[config.mk]
export PLATFORM = sky130hd
export DESIGN_NAME = eci_phdiv
export DESIGN_NICKNAME = d
export VERILOG_FILES = /design/src/eci_pkg.sv /design/src/eci_phdiv.sv
export SDC_FILE = /design/constraint.sdc
export NUM_CORES = 2
export LEC_CHECK = 0
export BUFFER_PORTS_ARGS = -buffer_cell sky130_fd_sc_hd__buf_2
export CAP_MARGIN = 20
export CORE_MARGIN = 4
export CORE_UTILIZATION = 48
export CTS_CLUSTER_SIZE = 20
export DETAILED_ROUTE_END_ITERATION = 8
export PLACE_DENSITY = 0.66
export SYNTH_ARGS = -nofsm -noshare
export SYNTH_HDL_FRONTEND = slang
export SYNTH_MEMORY_MAX_BITS = 65536
export SYNTH_SLANG_ARGS = --single-unit
[constraint.sdc]
create_clock -name clk -period 3.7 [get_ports clk]
set_clock_uncertainty 0.1 [all_clocks]
set_input_delay 1.11 -clock clk [delete_from_list [all_inputs] [get_ports clk]]
set_output_delay 1.11 -clock clk [all_outputs]
set_load 0.02 [all_outputs]
[src/eci_pkg.sv]
package eci_pkg;

  localparam int FRAC_BITS = 16;

  localparam logic [31:0] ONE_FIX = 32'(1) << FRAC_BITS;
  localparam logic [31:0] TWO_FIX = 32'(2) << FRAC_BITS;
  localparam logic [31:0] X_RND   = 32'(1) << (FRAC_BITS - 1);

  // quarter-wave sine polynomial, Q30
  localparam logic [30:0] SIN_A   = 31'd1686629713;
  localparam logic [29:0] SIN_B   = 30'd693598671;
  localparam logic [26:0] SIN_C   = 27'd80710782;
  localparam int          SIN_SH  = 30 - FRAC_BITS;
  localparam logic [30:0] SIN_RND = 31'(1) << (29 - FRAC_BITS);
  localparam int          M_W     = FRAC_BITS + 1;

  localparam logic [15:0] QTR_TURN = 16'h4000;

  // phase divider
  localparam int PH_NUMW = 17;
  localparam int PH_DENW = 13;
  localparam int PH_SH   = 17;
  localparam int PH_DW   = 35;
  localparam int PH_VW   = PH_DENW + 1;
  localparam int PH_QW   = 22;

  // scaling divider
  localparam int SC_QW = 32;

  localparam logic [3:0] OP_LINEAR   = 4'd0;
  localparam logic [3:0] OP_IN2      = 4'd1;
  localparam logic [3:0] OP_IN3      = 4'd2;
  localparam logic [3:0] OP_IN4      = 4'd3;
  localparam logic [3:0] OP_OUT2     = 4'd4;
  localparam logic [3:0] OP_OUT3     = 4'd5;
  localparam logic [3:0] OP_OUT4     = 4'd6;
  localparam logic [3:0] OP_BNC_COS  = 4'd7;
  localparam logic [3:0] OP_BNC_SQ   = 4'd8;
  localparam logic [3:0] OP_RSVD     = 4'd9;
  localparam logic [3:0] OP_BNC_ABS  = 4'd10;
  localparam logic [3:0] OP_HALF_COS = 4'd11;
  localparam logic [3:0] OP_QTR_SIN  = 4'd12;
  localparam logic [3:0] OP_QTR_COS  = 4'd13;

  localparam logic [1:0] ST_OK     = 2'd0;
  localparam logic [1:0] ST_BAD_OP = 2'd1;
  localparam logic [1:0] ST_ZERO_N = 2'd2;

  typedef enum logic [2:0] {
    CL_POLY,
    CL_OUT,
    CL_BOUNCE,
    CL_HALF,
    CL_QSIN,
    CL_QCOS
  } cls_t;

  typedef struct packed {
    logic [1:0]         status;
    logic signed [31:0] base;
    logic               sub;
  } ctx_t;

  typedef struct packed {
    ctx_t               ctx;
    cls_t               cls;
    logic signed [32:0] delta;
    logic [31:0]        un;
    logic [31:0]        den;
    logic               use_cos;
    logic               use_abs;
  } job_t;

  typedef struct packed {
    ctx_t        ctx;
    logic [31:0] ux;
    logic [31:0] un;
    logic [31:0] den;
    logic        neg;
  } sc_t;

  typedef struct packed {
    ctx_t        ctx;
    logic [32:0] qmag;
    logic        neg;
  } res_t;

endpackage

[src/eci_phdiv.sv]
module eci_phdiv import eci_pkg::*; (
  input  logic             clk,
  input  logic             rst_n,
  input  logic             en,
  input  logic             in_v,
  input  job_t             in_job,
  input  logic [PH_DW-1:0] in_dend,
  input  logic [PH_VW-1:0] in_dv,
  output logic             out_v,
  output job_t             out_job,
  output logic [15:0]      out_phase
);

  // restoring divider, one quotient bit per stage; only the low 16 bits are kept
  logic             v_r    [PH_QW];
  job_t             job_r  [PH_QW];
  logic [PH_DW-1:0] dend_r [PH_QW];
  logic [PH_VW-1:0] dv_r   [PH_QW];
  logic [PH_VW-1:0] rem_r  [PH_QW];
  logic [15:0]      q_r    [PH_QW];

  for (genvar g = 0; g < PH_QW; g++) begin : g_stage
    logic             pv;
    job_t             pjob;
    logic [PH_DW-1:0] pdend;
    logic [PH_VW-1:0] pdv, prem;
    logic [15:0]      pq;
    logic [PH_VW:0]   trial;
    logic             take;

    if (g == 0) begin : g_first
      assign pv    = in_v;
      assign pjob  = in_job;
      assign pdend = in_dend;
      assign pdv   = in_dv;
      assign prem  = PH_VW'(in_dend[PH_DW-1:PH_QW]);
      assign pq    = '0;
    end else begin : g_next
      assign pv    = v_r[g-1];
      assign pjob  = job_r[g-1];
      assign pdend = dend_r[g-1];
      assign pdv   = dv_r[g-1];
      assign prem  = rem_r[g-1];
      assign pq    = q_r[g-1];
    end

    assign trial = {prem, pdend[PH_QW-1-g]};
    assign take  = trial >= {1'b0, pdv};

    always_ff @(posedge clk) begin
      if (!rst_n) v_r[g] <= 1'b0;
      else if (en) v_r[g] <= pv;
    end

    always_ff @(posedge clk) begin
      if (en) begin
        job_r[g]  <= pjob;
        dend_r[g] <= pdend;
        dv_r[g]   <= pdv;
        rem_r[g]  <= take ? PH_VW'(trial - {1'b0, pdv}) : PH_VW'(trial);
        q_r[g]    <= {pq[14:0], take};
      end
    end
  end

  assign out_v     = v_r[PH_QW-1];
  assign out_job   = job_r[PH_QW-1];
  assign out_phase = q_r[PH_QW-1];

endmodule

# Word-level counts from Yosys, hierarchy flattened
# Memory sizes are Yosys's and may differ from the RTL's.
# Cells that the tools add are included.
# op_classes
addsub,22
n_lt_le_gt_ge,22
mux,49
bitwise,22
# op_table
operator,count
$ge 15x14->1,21
$mux 14,22
$sub 14x14->14,22
$mux 1,27
$or 1x1->1,22
$ge 14x14->1,1
# word_totals
ff_bits,0
ramBits,4774
in_bits,190
out_inout_bits,154
mem_count,6
# memory_table
memory,words,word_bits,rd,rd_clocked_by_memory_dff,wr,line_no,rtl
job_r,22,137,22,0,22,eci_phdiv.sv:16,job_t job_r [PH_QW];
dend_r,22,35,21,0,22,eci_phdiv.sv:17,logic [PH_DW-1:0] dend_r [PH_QW];
q_r,22,16,22,0,22,eci_phdiv.sv:20,logic [15:0] q_r [PH_QW];
dv_r,22,14,21,0,22,eci_phdiv.sv:18,logic [PH_VW-1:0] dv_r [PH_QW];
rem_r,22,14,21,0,22,eci_phdiv.sv:19,logic [PH_VW-1:0] rem_r [PH_QW];
v_r,22,1,22,0,22,eci_phdiv.sv:15,logic v_r [PH_QW];

# Longest topological paths before layout
# logic_depth
ltp_word,4
ltp_mapped,12
depth_no_buf,11

# Worst setup path after synthesis
# OpenSTA, ideal clock, no wires.
# synth_timing
path_kind,input-to-reg
start,input in_dend[21]
end,"memory rem_r[0][10] (netlist bit), data pin"
setup_ns,0.260
arrival_ns,3.526
required_ns,3.340
path_slack_ns,-0.186
cell_stages,12
path_buffers,1
cell_sequence,inv_1 -> ha_1 -> inv_1 -> fa_1 -> a211oi_1 -> o21ai_1 -> o211a_1 -> o2111ai_1 -> a31oi_1 -> a211oi_2 -> buf_2 -> mux2_2
# synth_lines
element,line_no,rtl
from (decl),eci_phdiv.sv:7,"input logic [PH_DW-1:0] in_dend,"
to (decl),eci_phdiv.sv:19,

==> results.ini <==
[timing]
setup_viol = 0
maxSlewViolCount = 0
finalWorstSetupSlack_ns = 0.3455
fmax_ghz = 0.2981
worst_pin_slew_ns = 0.9379
rsz0062_at_grt = no
relSlewSlack = 0.3747
fin_crit_sh = 0.9066
min_period_ns = 3.355
hold_viol = 0

[hold_path]
hold_class = reg -> reg

[worst_setup_path]
worstSetupPathType = reg -> reg
start_kind = flop
path_cells = ha_1 > o21ai_0 > a21oi_1 > o31ai_1 > o211ai_1 > o311ai_2 > and2_1 > inv_1 > mux2_2
cp-end-kind = flop
crit_slowest_cell = o311ai_2
path_max_fanout = 11
cp.required_ns = 4.22
cp_slowest_stage_delay_ns = 0.46
crit_arrival_ns = 3.88

[die]
io_pins = 344
die_area_um2 = 297700
chipHeight_um = 545.6
num_rows = 197
core_area_um2 = 287900
start_util = 0.4818
die_w_um = 545.6

[logic_synthesis]
syn_nets = 7218
syn_area_um2 = 138700
seq_area_frac_synth = 0.8639
ys_types = 80
avgSynthCellArea_um2 = 20.75
synth_ff_type = edfxtp_1
yosys.area.top_type = edfxtp_1
ys_async_sr_fraction = 0
synth_edf_count = 3990
syn_inst = 6684
synth_area_leaders = edfxtp_1, ha_1, mux2_2
ys_ff_latch = 3991
synth_top_area_frac = 0.8638
ys_warn_count = 0

[layout]
fill_cells = 21260
layout.cells.most_common_list = edfxtp_1, inv_1, clkbuf_16
area_growth_pct = 15.13
final_nets = 8081
layout-drive-gt1-share = 0.1650
layout_commonest_cell = edfxtp_1

[cts]
cts_hold_buf = 0
clockRootBuffer = clkbuf_16
post_cts_resized = 0
cts_htree_levels = 5
clk_pin_slew_ns = 0.05
post_cts_buffers = 0
tritoncts = done
cts_buffer_depth = 4
clk_latency_ns = 0.91
cts_buffers = 390
cts_sinks = 3991

[global_route]
gr-total-overflow = 0
grt_max_degree = 158
grt_antenna_before_repair = 12
grt_pass1_vias = 59700
grt_util_all_layers = 0.1299
grt_pass1_wl_mm = 317.5

[power]
leakagePower_uw = 0.05722
power_uw = 113000
p_per_area_nw_per_um2 = 707.4
peakVddDrop_v = 0.0005326

[route]
routed_wl_mm = 196.5
dr.pass1.iters = 6
route.detailed.wl_per_inst_um = 16.85
drc_errors = 0
vias = 58230
detail-route-antenna-nets = 0
routed_via_density = 4.993
drt_iter0_markers = 4440

[placement]
io_buffers = 343
place_ws_ns = -0.2900
hpwl_mm = 121.1
place_congestion = 0.8641

[status]
status = finished, final reports clean

[run]
cap_violations = 0

-- cells by family after synthesis --
logic type                 after synthesis  synth area share
buffers and inverters                  447           0.01251
and+or+nand+nor                        711           0.02517
adders and majority gates              344           0.03217
AOI/OAI and AO/OA                      839           0.04073
muxes                                  184           0.01492
xor gates and xnor gates               168           0.01061
DFF                                   3991            0.8639
-- registers in the layout, summed over array words and instances, names as in the netlist --
| signal | count |
|---|---|
| job_r | 3014 |
| dv_r | 294 |
| dend_r | 231 |
| q_r | 136 |
| rem_r | 294 |
| v_r | 22 |
-- per-stage QoR --
stage          instance area [um2]  hold WS [ns]  utilization  setup TNS (ns)  instances
4_1_cts                     159700        0.1647       0.5547               0      11660
6_report                    159700        0.2657       0.5547               0      11660
5_1_grt                     159700        0.1848       0.5547               0      11660
2_1_floorplan               138800        0.3003            -         -0.6753       6684
3_5_place_dp                147100        0.3045       0.5108          -3.426      10940
3_3_place_gp                147100        0.3001       0.5108          -4.154      10940
-- synthesized netlist by cell type, types with 21 or more instances --
cell type / n
nor3_1: 52
or2_2: 21
a211oi_1: 53
nand2b_1: 35
a31oi_1: 32
xor2_1: 75
inv_1: 398
fa_1: 21
nor2_1: 189
a21o_1: 80
clkbuf_1: 26
mux2i_1: 26
mux2_2: 150
o21ai_0: 225
xnor2_1: 93
o31ai_1: 23
and3_1: 41
o21a_1: 50
nor2b_1: 39
edfxtp_1: 3990
nand2_1: 182
ha_1: 323
a21oi_1: 169
nand3_1: 47
nand4_1: 29
o31a_1: 24
-- where the power goes --
| part | internal [uW] | switching, uW | total, uW | leakage [uW] |
|---|---|---|---|---|
| Clock | 22200 | 16100 | 38300 | 0.00616 |
| Combinational | 7840 | 9760 | 17600 | 0.0120 |
| Sequential | 55300 | 1690 | 57000 | 0.0391 |
| Total | 85400 | 27600 | 113000 | 0.0572 |
-- final cells by class --
type	count	area [um2]	share of cell area
Sequential cell	3991	119800	0.7504
Antenna cell	4	10.01	0.00006268
Tap cell	3781	4731	0.02962
Clock inverter	254	2506	0.01569
Clock buffer	468	10140	0.06348
Inverter	398	1506	0.009433
Multi-Input combinational cell	2246	17200	0.1077
Timing Repair Buffer	520	3774	0.02363
-- routing by layer --
| metal | wire length, um | GRT usage | share of wire | up-vias |
|---|---|---|---|---|
| met4 | 6738 | 0.04799 | 0.034 | 2 |
| met5 | 13 | 0 | 0.000066 | - |
| met2 | 95200 | 0.2134 | 0.48 | 1280 |
| met3 | 8959 | 0.02597 | 0.046 | 472 |
| met1 | 85630 | 0.1732 | 0.44 | 28540 |
| li1 | - | - | - | 27940 |
-- critical path, delay by kind of cell (launching register included) --
| family | cells | cell delay, ns |
|---|---|---|
| buffers and inverters | 1 | 0.25 |
| adders and majority gates | 1 | 0.39 |
| and+or+nand+nor | 1 | 0.30 |
| DFF | 1 | 0.39 |
| AOI/OAI and AO/OA | 5 | 1.35 |
| muxes | 1 | 0.34 |
-- path summary, 6_finish.rpt --
kind                                from                      to  slack [ns]  depth (start not counted)
setup / recovery  rem_r[2][43]$_DFFE_PP_  rem_r[2][58]$_DFFE_PP_        0.35                          9
setup reg to reg  rem_r[2][43]$_DFFE_PP_  rem_r[2][58]$_DFFE_PP_        0.35                          9
hold / removal       q_r[1][2]$_DFFE_PP_    q_r[1][19]$_DFFE_PP_        0.27                          0
hold reg to reg      q_r[1][2]$_DFFE_PP_    q_r[1][19]$_DFFE_PP_        0.27                          0
(Power assumes the default switching activity.)
