===== config.mk =====
export PLATFORM = sky130hd
export DESIGN_NAME = eci_front
export DESIGN_NICKNAME = d
export VERILOG_FILES = /design/src/eci_pkg.sv /design/src/eci_front.sv
export SDC_FILE = /design/constraint.sdc
export NUM_CORES = 2
export LEC_CHECK = 0
export BUFFER_PORTS_ARGS = -buffer_cell sky130_fd_sc_hd__buf_2
export CAP_MARGIN = 10
export CELL_PAD_IN_SITES_DETAIL_PLACEMENT = 1
export CELL_PAD_IN_SITES_GLOBAL_PLACEMENT = 1
export CORE_MARGIN = 4
export CORE_UTILIZATION = 52
export DETAILED_ROUTE_END_ITERATION = 10
export HOLD_SLACK_MARGIN = 0.08
export PLACE_DENSITY_LB_ADDON = 0.1
export SLEW_MARGIN = 10
export SYNTH_ARGS = -nofsm -noshare
export SYNTH_HDL_FRONTEND = slang
export SYNTH_SLANG_ARGS = --single-unit

===== constraint.sdc =====
create_clock -name clk -period 7.4 [get_ports clk]
set_input_delay 1.11 -clock clk [delete_from_list [all_inputs] [get_ports clk]]
set_output_delay 1.11 -clock clk [all_outputs]
set_load 0.01 [all_outputs]

===== src/eci_pkg.sv =====
package eci_pkg;

  localparam int FRAC_BITS = 16;

  localparam logic [31:0] ONE_FIX = 32'(1) << FRAC_BITS;
  localparam logic [31:0] TWO_FIX = 32'(2) << FRAC_BITS;
  localparam logic [31:0] X_RND   = 32'(1) << (FRAC_BITS - 1);

  // quarter-wave sine polynomial, Q30
  localparam logic [30:0] SIN_A   = 31'd1686629713;
  localparam logic [29:0] SIN_B   = 30'd693598671;
  localparam logic [26:0] SIN_C   = 27'd80710782;
  localparam int          SIN_SH  = 30 - FRAC_BITS;
  localparam logic [30:0] SIN_RND = 31'(1) << (29 - FRAC_BITS);
  localparam int          M_W     = FRAC_BITS + 1;

  localparam logic [15:0] QTR_TURN = 16'h4000;

  // phase divider
  localparam int PH_NUMW = 17;
  localparam int PH_DENW = 13;
  localparam int PH_SH   = 17;
  localparam int PH_DW   = 35;
  localparam int PH_VW   = PH_DENW + 1;
  localparam int PH_QW   = 22;

  // scaling divider
  localparam int SC_QW = 32;

  localparam logic [3:0] OP_LINEAR   = 4'd0;
  localparam logic [3:0] OP_IN2      = 4'd1;
  localparam logic [3:0] OP_IN3      = 4'd2;
  localparam logic [3:0] OP_IN4      = 4'd3;
  localparam logic [3:0] OP_OUT2     = 4'd4;
  localparam logic [3:0] OP_OUT3     = 4'd5;
  localparam logic [3:0] OP_OUT4     = 4'd6;
  localparam logic [3:0] OP_BNC_COS  = 4'd7;
  localparam logic [3:0] OP_BNC_SQ   = 4'd8;
  localparam logic [3:0] OP_RSVD     = 4'd9;
  localparam logic [3:0] OP_BNC_ABS  = 4'd10;
  localparam logic [3:0] OP_HALF_COS = 4'd11;
  localparam logic [3:0] OP_QTR_SIN  = 4'd12;
  localparam logic [3:0] OP_QTR_COS  = 4'd13;

  localparam logic [1:0] ST_OK     = 2'd0;
  localparam logic [1:0] ST_BAD_OP = 2'd1;
  localparam logic [1:0] ST_ZERO_N = 2'd2;

  typedef enum logic [2:0] {
    CL_POLY,
    CL_OUT,
    CL_BOUNCE,
    CL_HALF,
    CL_QSIN,
    CL_QCOS
  } cls_t;

  typedef struct packed {
    logic [1:0]         status;
    logic signed [31:0] base;
    logic               sub;
  } ctx_t;

  typedef struct packed {
    ctx_t               ctx;
    cls_t               cls;
    logic signed [32:0] delta;
    logic [31:0]        un;
    logic [31:0]        den;
    logic               use_cos;
    logic               use_abs;
  } job_t;

  typedef struct packed {
    ctx_t        ctx;
    logic [31:0] ux;
    logic [31:0] un;
    logic [31:0] den;
    logic        neg;
  } sc_t;

  typedef struct packed {
    ctx_t        ctx;
    logic [32:0] qmag;
    logic        neg;
  } res_t;

endpackage


===== src/eci_front.sv =====
module eci_front import eci_pkg::*; (
  input  logic                clk,
  input  logic                rst_n,
  input  logic                en,
  input  logic                in_v,
  input  logic [3:0]          op,
  input  logic signed [31:0]  start_value,
  input  logic signed [31:0]  end_value,
  input  logic [7:0]          step_index,
  input  logic [7:0]          step_count,
  output logic                out_v,
  output job_t                out_job,
  output logic [PH_DW-1:0]    out_dend,
  output logic [PH_VW-1:0]    out_dv
);

  // stage 1: saturate step, status, delta
  logic               v1_r;
  logic [3:0]         op1_r;
  logic [1:0]         st1_r;
  logic signed [31:0] start1_r, end1_r;
  logic [7:0]         s1_r, n1_r;
  logic signed [32:0] d1_r;
  logic [1:0]         st1_nxt;

  always_comb begin
    priority if (op == OP_RSVD || op > OP_QTR_COS) st1_nxt = ST_BAD_OP;
    else if (step_count == 8'd0)                 st1_nxt = ST_ZERO_N;
    else                                         st1_nxt = ST_OK;
  end

  always_ff @(posedge clk) begin
    if (!rst_n) v1_r <= 1'b0;
    else if (en) v1_r <= in_v;
  end

  always_ff @(posedge clk) begin
    if (en) begin
      op1_r    <= op;
      st1_r    <= st1_nxt;
      start1_r <= start_value;
      end1_r   <= end_value;
      s1_r     <= (step_index > step_count) ? step_count : step_index;
      n1_r     <= step_count;
      d1_r     <= 33'(end_value) - 33'(start_value);
    end
  end

  // stage 2: classify, squares
  logic               v2_r;
  logic [3:0]         op2_r;
  cls_t               cls2_r, cls2_nxt;
  logic               cos2_r, cos2_nxt, abs2_r, abs2_nxt;
  ctx_t               ctx2_r, ctx2_nxt;
  logic signed [32:0] d2_r;
  logic [7:0]         s2_r, n2_r, r2_r;
  logic [15:0]        ss2_r, nn2_r, rr2_r;
  logic [7:0]         r1;

  assign r1 = n1_r - s1_r;

  always_comb begin
    cls2_nxt = CL_POLY;
    cos2_nxt = 1'b1;
    abs2_nxt = 1'b0;
    unique case (op1_r)
      OP_LINEAR, OP_IN2, OP_IN3, OP_IN4: cls2_nxt = CL_POLY;
      OP_OUT2, OP_OUT3, OP_OUT4:         cls2_nxt = CL_OUT;
      OP_BNC_COS, OP_BNC_SQ:             cls2_nxt = CL_BOUNCE;
      OP_BNC_ABS: begin
        cls2_nxt = CL_BOUNCE;
        abs2_nxt = 1'b1;
      end
      OP_HALF_COS: cls2_nxt = CL_HALF;
      OP_QTR_SIN: begin
        cls2_nxt = CL_QSIN;
        cos2_nxt = 1'b0;
      end
      OP_QTR_COS: cls2_nxt = CL_QCOS;
      default:    cls2_nxt = CL_POLY;
    endcase
    ctx2_nxt.status = st1_r;
    ctx2_nxt.sub    = (cls2_nxt == CL_OUT) || (cls2_nxt == CL_BOUNCE);
    ctx2_nxt.base   = ctx2_nxt.sub ? end1_r : start1_r;
  end

  always_ff @(posedge clk) begin
    if (!rst_n) v2_r <= 1'b0;
    else if (en) v2_r <= v1_r;
  end

  always_ff @(posedge clk) begin
    if (en) begin
      op2_r  <= op1_r;
      cls2_r <= cls2_nxt;
      cos2_r <= cos2_nxt;
      abs2_r <= abs2_nxt;
      ctx2_r <= ctx2_nxt;
      d2_r   <= d1_r;
      s2_r   <= s1_r;
      n2_r   <= n1_r;
      r2_r   <= r1;
      ss2_r  <= 16'(s1_r) * 16'(s1_r);
      nn2_r  <= 16'(n1_r) * 16'(n1_r);
      rr2_r  <= 16'(r1) * 16'(r1);
    end
  end

  // stage 3: cubes, phase fraction
  logic               v3_r;
  logic [3:0]         op3_r;
  cls_t               cls3_r;
  logic               cos3_r, abs3_r;
  ctx_t               ctx3_r;
  logic signed [32:0] d3_r;
  logic [7:0]         s3_r, n3_r;
  logic [15:0]        ss3_r, nn3_r, rr3_r;
  logic [23:0]        sss3_r, nnn3_r, rrr3_r;
  logic [PH_NUMW-1:0] pnum3_r, pnum_nxt;
  logic [PH_DENW-1:0] pden3_r, pden_nxt;

  always_comb begin
    pnum_nxt = '0;
    pden_nxt = PH_DENW'(1);
    if (ctx2_r.status == ST_OK) begin
      unique case (op2_r)
        OP_BNC_COS: begin
          pnum_nxt = PH_NUMW'(s2_r) << 1;
          pden_nxt = PH_DENW'(n2_r);
        end
        OP_BNC_SQ: begin
          pnum_nxt = PH_NUMW'(ss2_r) << 1;
          pden_nxt = PH_DENW'(n2_r) * PH_DENW'(15);
        end
        OP_BNC_ABS: begin
          pnum_nxt = PH_NUMW'(ss2_r);
          pden_nxt = PH_DENW'(n2_r) * PH_DENW'(20);
        end
        OP_HALF_COS: begin
          pnum_nxt = PH_NUMW'(s2_r);
          pden_nxt = PH_DENW'(n2_r) << 1;
        end
        OP_QTR_SIN, OP_QTR_COS: begin
          pnum_nxt = PH_NUMW'(s2_r);
          pden_nxt = PH_DENW'(n2_r) << 2;
        end
        default: begin
          pnum_nxt = '0;
          pden_nxt = PH_DENW'(1);
        end
      endcase
    end
  end

  always_ff @(posedge clk) begin
    if (!rst_n) v3_r <= 1'b0;
    else if (en) v3_r <= v2_r;
  end

  always_ff @(posedge clk) begin
    if (en) begin
      op3_r   <= op2_r;
      cls3_r  <= cls2_r;
      cos3_r  <= cos2_r;
      abs3_r  <= abs2_r;
      ctx3_r  <= ctx2_r;
      d3_r    <= d2_r;
      s3_r    <= s2_r;
      n3_r    <= n2_r;
      ss3_r   <= ss2_r;
      nn3_r   <= nn2_r;
      rr3_r   <= rr2_r;
      sss3_r  <= 24'(ss2_r) * 24'(s2_r);
      nnn3_r  <= 24'(nn2_r) * 24'(n2_r);
      rrr3_r  <= 24'(rr2_r) * 24'(r2_r);
      pnum3_r <= pnum_nxt;
      pden3_r <= pden_nxt;
    end
  end

  // stage 4: fourth powers, pick numerator and denominator
  logic        v4_r;
  job_t        job4_r, job_nxt;
  logic [PH_DW-1:0] dend4_r;
  logic [PH_VW-1:0] dv4_r;
  logic [31:0] ss4, nn4, rr4;

  assign ss4 = 32'(ss3_r) * 32'(ss3_r);
  assign nn4 = 32'(nn3_r) * 32'(nn3_r);
  assign rr4 = 32'(rr3_r) * 32'(rr3_r);

  always_comb begin
    job_nxt.ctx     = ctx3_r;
    job_nxt.cls     = cls3_r;
    job_nxt.delta   = d3_r;
    job_nxt.use_cos = cos3_r;
    job_nxt.use_abs = abs3_r;
    unique case (op3_r)
      OP_LINEAR: begin
        job_nxt.un  = 32'(s3_r);
        job_nxt.den = 32'(n3_r);
      end
      OP_IN2: begin
        job_nxt.un  = 32'(ss3_r);
        job_nxt.den = 32'(nn3_r);
      end
      OP_IN3: begin
        job_nxt.un  = 32'(sss3_r);
        job_nxt.den = 32'(nnn3_r);
      end
      OP_IN4: begin
        job_nxt.un  = ss4;
        job_nxt.den = nn4;
      end
      OP_OUT3: begin
        job_nxt.un  = 32'(rrr3_r);
        job_nxt.den = 32'(nnn3_r);
      end
      OP_OUT4: begin
        job_nxt.un  = rr4;
        job_nxt.den = nn4;
      end
      OP_OUT2, OP_BNC_COS, OP_BNC_SQ, OP_BNC_ABS: begin
        job_nxt.un  = 32'(rr3_r);
        job_nxt.den = 32'(nn3_r);
      end
      OP_HALF_COS: begin
        job_nxt.un  = '0;
        job_nxt.den = TWO_FIX;
      end
      OP_QTR_SIN, OP_QTR_COS: begin
        job_nxt.un  = '0;
        job_nxt.den = ONE_FIX;
      end
      default: begin
        job_nxt.un  = '0;
        job_nxt.den = 32'd1;
      end
    endcase
    if (ctx3_r.status != ST_OK) begin
      job_nxt.un  = '0;
      job_nxt.den = 32'd1;
    end
  end

  always_ff @(posedge clk) begin
    if (!rst_n) v4_r <= 1'b0;
    else if (en) v4_r <= v3_r;
  end

  always_ff @(posedge clk) begin
    if (en) begin
      job4_r  <= job_nxt;
      dend4_r <= (PH_DW'(pnum3_r) << PH_SH) + PH_DW'(pden3_r);
      dv4_r   <= {pden3_r, 1'b0};
    end
  end

  assign out_v    = v4_r;
  assign out_job  = job4_r;
  assign out_dend = dend4_r;
  assign out_dv   = dv4_r;

endmodule


Yosys cells after proc, flatten, opt, wreduce, memory -nomap -nowiden
Cells that the tools add are included.

word-level totals
  RAM bits = 0
  output and inout port bits = 187
  flip-flop bits (word level) = 700
  logic and storage cells = 121
  bits in read-only memories = 0
  latch bits = 0
  input bits = 88
  memories kept = 0

operators by class
  equality and inequality tests = 30
  bitwise operators = 0
  div/mod/pow operators = 0
  shift-type cells = 0
  multipliers = 11
  magnitude comparators = 2
  multiplexer cells = 9
  add/subtract/negate cells = 3
  reduce and logical (&&, ||, !) cells = 12

operators by type and width
  cell                    count
  $pmux W64 S9            1
  $mul A16 B16 Y32        3
  $mul A16 B8 Y24         3
  $pmux W17 S4            1
  $pmux W13 S5            1
  $eq A4 B4 Y1 const B    16
  $mul A8 B8 Y16          3
  $eq A4 B3 Y1 const B    9
  $add A34 B13 Y35        1
  $sub A32 B32 Y33        1
  $mux W32                1
  $pmux W3 S5             1
  $mul A8 B4 Y12 const B  1
  $mul A8 B3 Y11 const B  1
  $reduce_or A3 Y1        3
  $eq A4 B2 Y1 const B    2
  $gt A8 B8 Y1            1
  $logic_not A8 Y1        1
  $mux W8                 1
  $sub A8 B8 Y8           1
  $eq A4 B1 Y1 const B    1
  $gt A4 B4 Y1 const B    1
  $logic_not A4 Y1        1
  $reduce_or A2 Y1        2
  8 further kinds         10

Longest topological paths before layout
  word-level depth = 6
  gate-level depth with buffers = 30
  mapped depth without buffers = 30

Least setup slack after synthesis
OpenSTA, ideal clock, no wires.

  kind = reg-to-reg
  start point = reg rr3_r[6]
  end point = reg job4_r (netlist bit out_job[62]), data pin
  cell stages (with the launch flop) = 25
  data required time = 7.138 ns
  setup slack = 1.105 ns
  setup time = 0.262 ns
  arrival = 6.032 ns
  clock period less this slack = 6.295 ns
  buffers on the path = 1
  path through = edfxtp_1 > clkbuf_1 > nand2_1 > fa_1 > inv_1 > fa_1 > inv_1 > fa_1 > inv_1 > fa_1 > fa_1 > inv_1 > fa_1 > inv_1 > ha_1 > and3_1 > nand4_1 > a211oi_1 > and4bb_2 > o32ai_1 > o21ai_0 > a21oi_1 > a31oi_1 > xor2_1 > o22ai_1

between the ends
  cells in the longest elaborated chain, start to end = 2

RTL lines
  what                    RTL line          text
  start, declared         eci_front.sv:117  logic [15:0] ss3_r, nn3_r, rr3_r;
  start signal, assigned  eci_front.sv:172  rr3_r <= rr2_r;
  $mul A16 B16 Y32        eci_front.sv:190  assign rr4 = 32'(rr3_r) * 32'(rr3_r);
  $pmux W64 S9            eci_front.sv:198  unique case (op3_r)
  end signal, assigned    eci_front.sv:253  job4_r <= job_nxt;
  end, declared           eci_front.sv:183  job_t job4_r, job_nxt;

Every way passes these cells.
A chain may end at the register's enable or synchronous reset.

Worst setup path in the final report
  start point = reg ss3_r[6]
  end point = reg job4_r (netlist bit out_job[65]), data pin

between the ends
  cells in the longest elaborated chain, start to end = 2

RTL lines
  what                    RTL line          text
  start, declared         eci_front.sv:117
  start signal, assigned  eci_front.sv:170  ss3_r <= ss2_r;
  $mul A16 B16 Y32        eci_front.sv:188  assign ss4 = 32'(ss3_r) * 32'(ss3_r);
  $pmux W64 S9            eci_front.sv:198

Every way passes these cells.

==> results.cfg <==
[run_status]
status = complete, but fails checks
violations = DRC

[sta]
setup_tns_ns = 0
timing_hold_violations_final = 0
finalSetupViolCount = 0
final.period_utilization_pct = 93.31
tightest_slew_ns = 1.145
min_period_ns = 6.905
fin_skew_ns = 0.05156
max_freq_mhz = 144.8
rsz0062_at_grt = false
drv_slew = 0
slew_headroom_pct = 23.32

[yosys]
syn_inst = 5580
synth_cell_type_count = 92
synth_ff_type = edfxtp_1
ys_async_sr_fraction_pct = 0
yosys.cell_count.top_type = inv_1
synth.top_cell.area_share_pct = 32.36
yosysTopAreaCell = edfxtp_1
seq_area_frac_synth_pct = 32.49
synth_edf_count = 664
synth_area_leaders = edfxtp_1, fa_1, ha_1
ys_seq_elements = 668
synthesis.area_um2 = 61620
avgSynthCellArea_um2 = 11.04
synth_common_cells = inv_1, fa_1, edfxtp_1
yosys_warnings = 0

[global_route]
grt_pass1_vias = 46480
grt_overflow = 0
grt_usage_pct = 26.99
grt_pass1_wl_um = 262700
antenna_found_initial = 13
grt_max_degree = 180

[worst_setup_path]
criticalPathCategory = register to register
rr_worst_depth = 23
path_max_fanout = 17
rr_endpoint = out_job[65]
crit_top_cell = fa_1
rrSetupSlack_ns = 0.50
path_delay_family = adder cells
critPathMaxStageDelay_ns = 0.81
r2r-start = ss3_r[6]
path_cells = nand2_1, fa_1, inv_1, fa_1, inv_1, fa_1, inv_1, fa_1, fa_1, inv_1, fa_1, inv_1, ha_1, a21o_1, a21o_1, a21oi_1, o21ai_0, or3_1, o21ai_0, o211ai_1, o211ai_1, xnor2_1, o22ai_1
path_buf_inv = 5
required_ns = 7.78
startpoint = ss3_r[6]
start_kind = register
cp_slowest_cell = edfxtp_1
end_kind = register
worstPathArrival_ns = 7.29

[floorplanning]
io_pins = 275
die_x_um = 352.2
die-area_um2 = 124100
core-area_um2 = 117900
start_util_pct = 52.25
die_h_um = 352.2
std_cell_rows = 126

[drt]
viasPerCell = 5.513
final_antenna_net_count = 0
met2_length_um = 81520
top_layer = met5
vias = 41240
wl_per_cell_um = 22.12
met1_length_um = 70130
drcViolationCount = 2
drt-pass1-iter-count = 11
detailedRoute.firstIterationViolations = 2545
met3_length_um = 9619
routed_wirelength_um = 165400

[place]
dp.cells = 7318
post-dp-hpwl_um = 131100
gp_congestion = 0.8660
portBuffers = 268

[clocking]
cts.root.buffer_cell = clkbuf_16
cts.clk_slew.worst_paths_ns = 0.07
cts_made_buffers = 78
htreeDepth = 3
clock_path_buffers = 3
clock_sinks = 668
clk_latency_ns = 0.68
cts_tree = done
cts_hold_buf = 0

[hold_path]
holdPathStages = 0
min_to = out_dend[26]
hp-start = pnum3_r[9]
worstHoldPathType = register to register

[job]
drv_cap = 0

[cells_and_area]
drive_gt1_share_pct = 9.262
fillCellCount = 12570
area_delta_synth_final_pct = 9.617
stdcell_count = 7479
nets = 7364
[through the flow]
| stage | hold slack (ns) | utilization [%] | area (µm²) | worst slack, ns |
|---|---|---|---|---|
| final | 0.3865 | 57.28 | 67540 | 0.4951 |
| after global routing | 0.3888 | 57.27 | 67540 | 0.05195 |
| after CTS | 0.3886 | 57.16 | 67400 | 0.2213 |
| after detailed placement | 0.4051 | 55.01 | 64870 | 0.3308 |
| after global placement | 0.4002 | 55.01 | 64870 | 0.4146 |
| after floorplan | 0.4003 | - | 61800 | 1.105 |
[what timing repair did]
item | 4_1_cts | 5_1_grt
endpoints found under the setup margin | 0 | 5
setup buffers | 0 | 14
resized for setup | 0 | 4
[routing by layer]
layer / global-route usage (%) / vias up
li1: - / 18750
met1: 35.78 / 21300
met2: 46.55 / 978
met3: 4.690 / 202
met4: 6.428 / 6
met5: 0 / -
[cell type report]
cell class	instances	area [µm²]	share of cell area [%]
multi-input combinational	3781	37350	55.29
sequential	668	20020	29.64
inverter	1006	3776	5.591
clock buffer	94	2012	2.979
timing repair buffer	341	1937	2.868
tap	1536	1922	2.845
clock inverter	48	520.5	0.7706
antenna	5	12.51	0.01852
[worst max path at each step]
stage	endpoint	slack, ns	cells past startpoint
3_3_place_gp	out_job[62]	0.41	23
4_1_cts	out_job[62]	0.22	23
6_report	out_job[65]	0.50	23
3_5_place_dp	out_job[62]	0.33	23
2_1_floorplan	out_job[62]	1.11	24
5_1_grt	rr2_r[15]	0.05	30
[state kept, by name, summed over array words and instances, names as in the netlist, 32 cells and up]
register  count
d3_r         33
ctx3_r       35
ctx2_r       35
d2_r         33
out_job     137
end1_r       32
start1_r     32
d1_r         33
[cells by family (layout without fill, tap and decap cells)]
logic type	Yosys count	count (layout)	synth area share, %
adders and majority gates	1400	1400	37.94
AOI/OAI and AO/OA	683	683	7.452
buffers and inverters	1179	1489	7.326
xor gates and xnor gates	227	227	3.227
DFF	668	668	32.49
and+or+nand+nor	1373	1373	10.69
other	2	55	0.01219
muxes	48	48	0.8589
[cells in the final DEF (no fill, tap or decap), drive strengths merged, types with 94 or more instances in the layout]
master  instances
nor2          247
clkbuf         94
and2          340
buf           341
o21ai         128
xnor2         165
fa            781
a21oi         192
ha            619
nand2         535
edfxtp        664
inv          1007
Power is not shown: default switching activity piles up to over one toggle a cycle in this logic, so the estimate is an artifact.
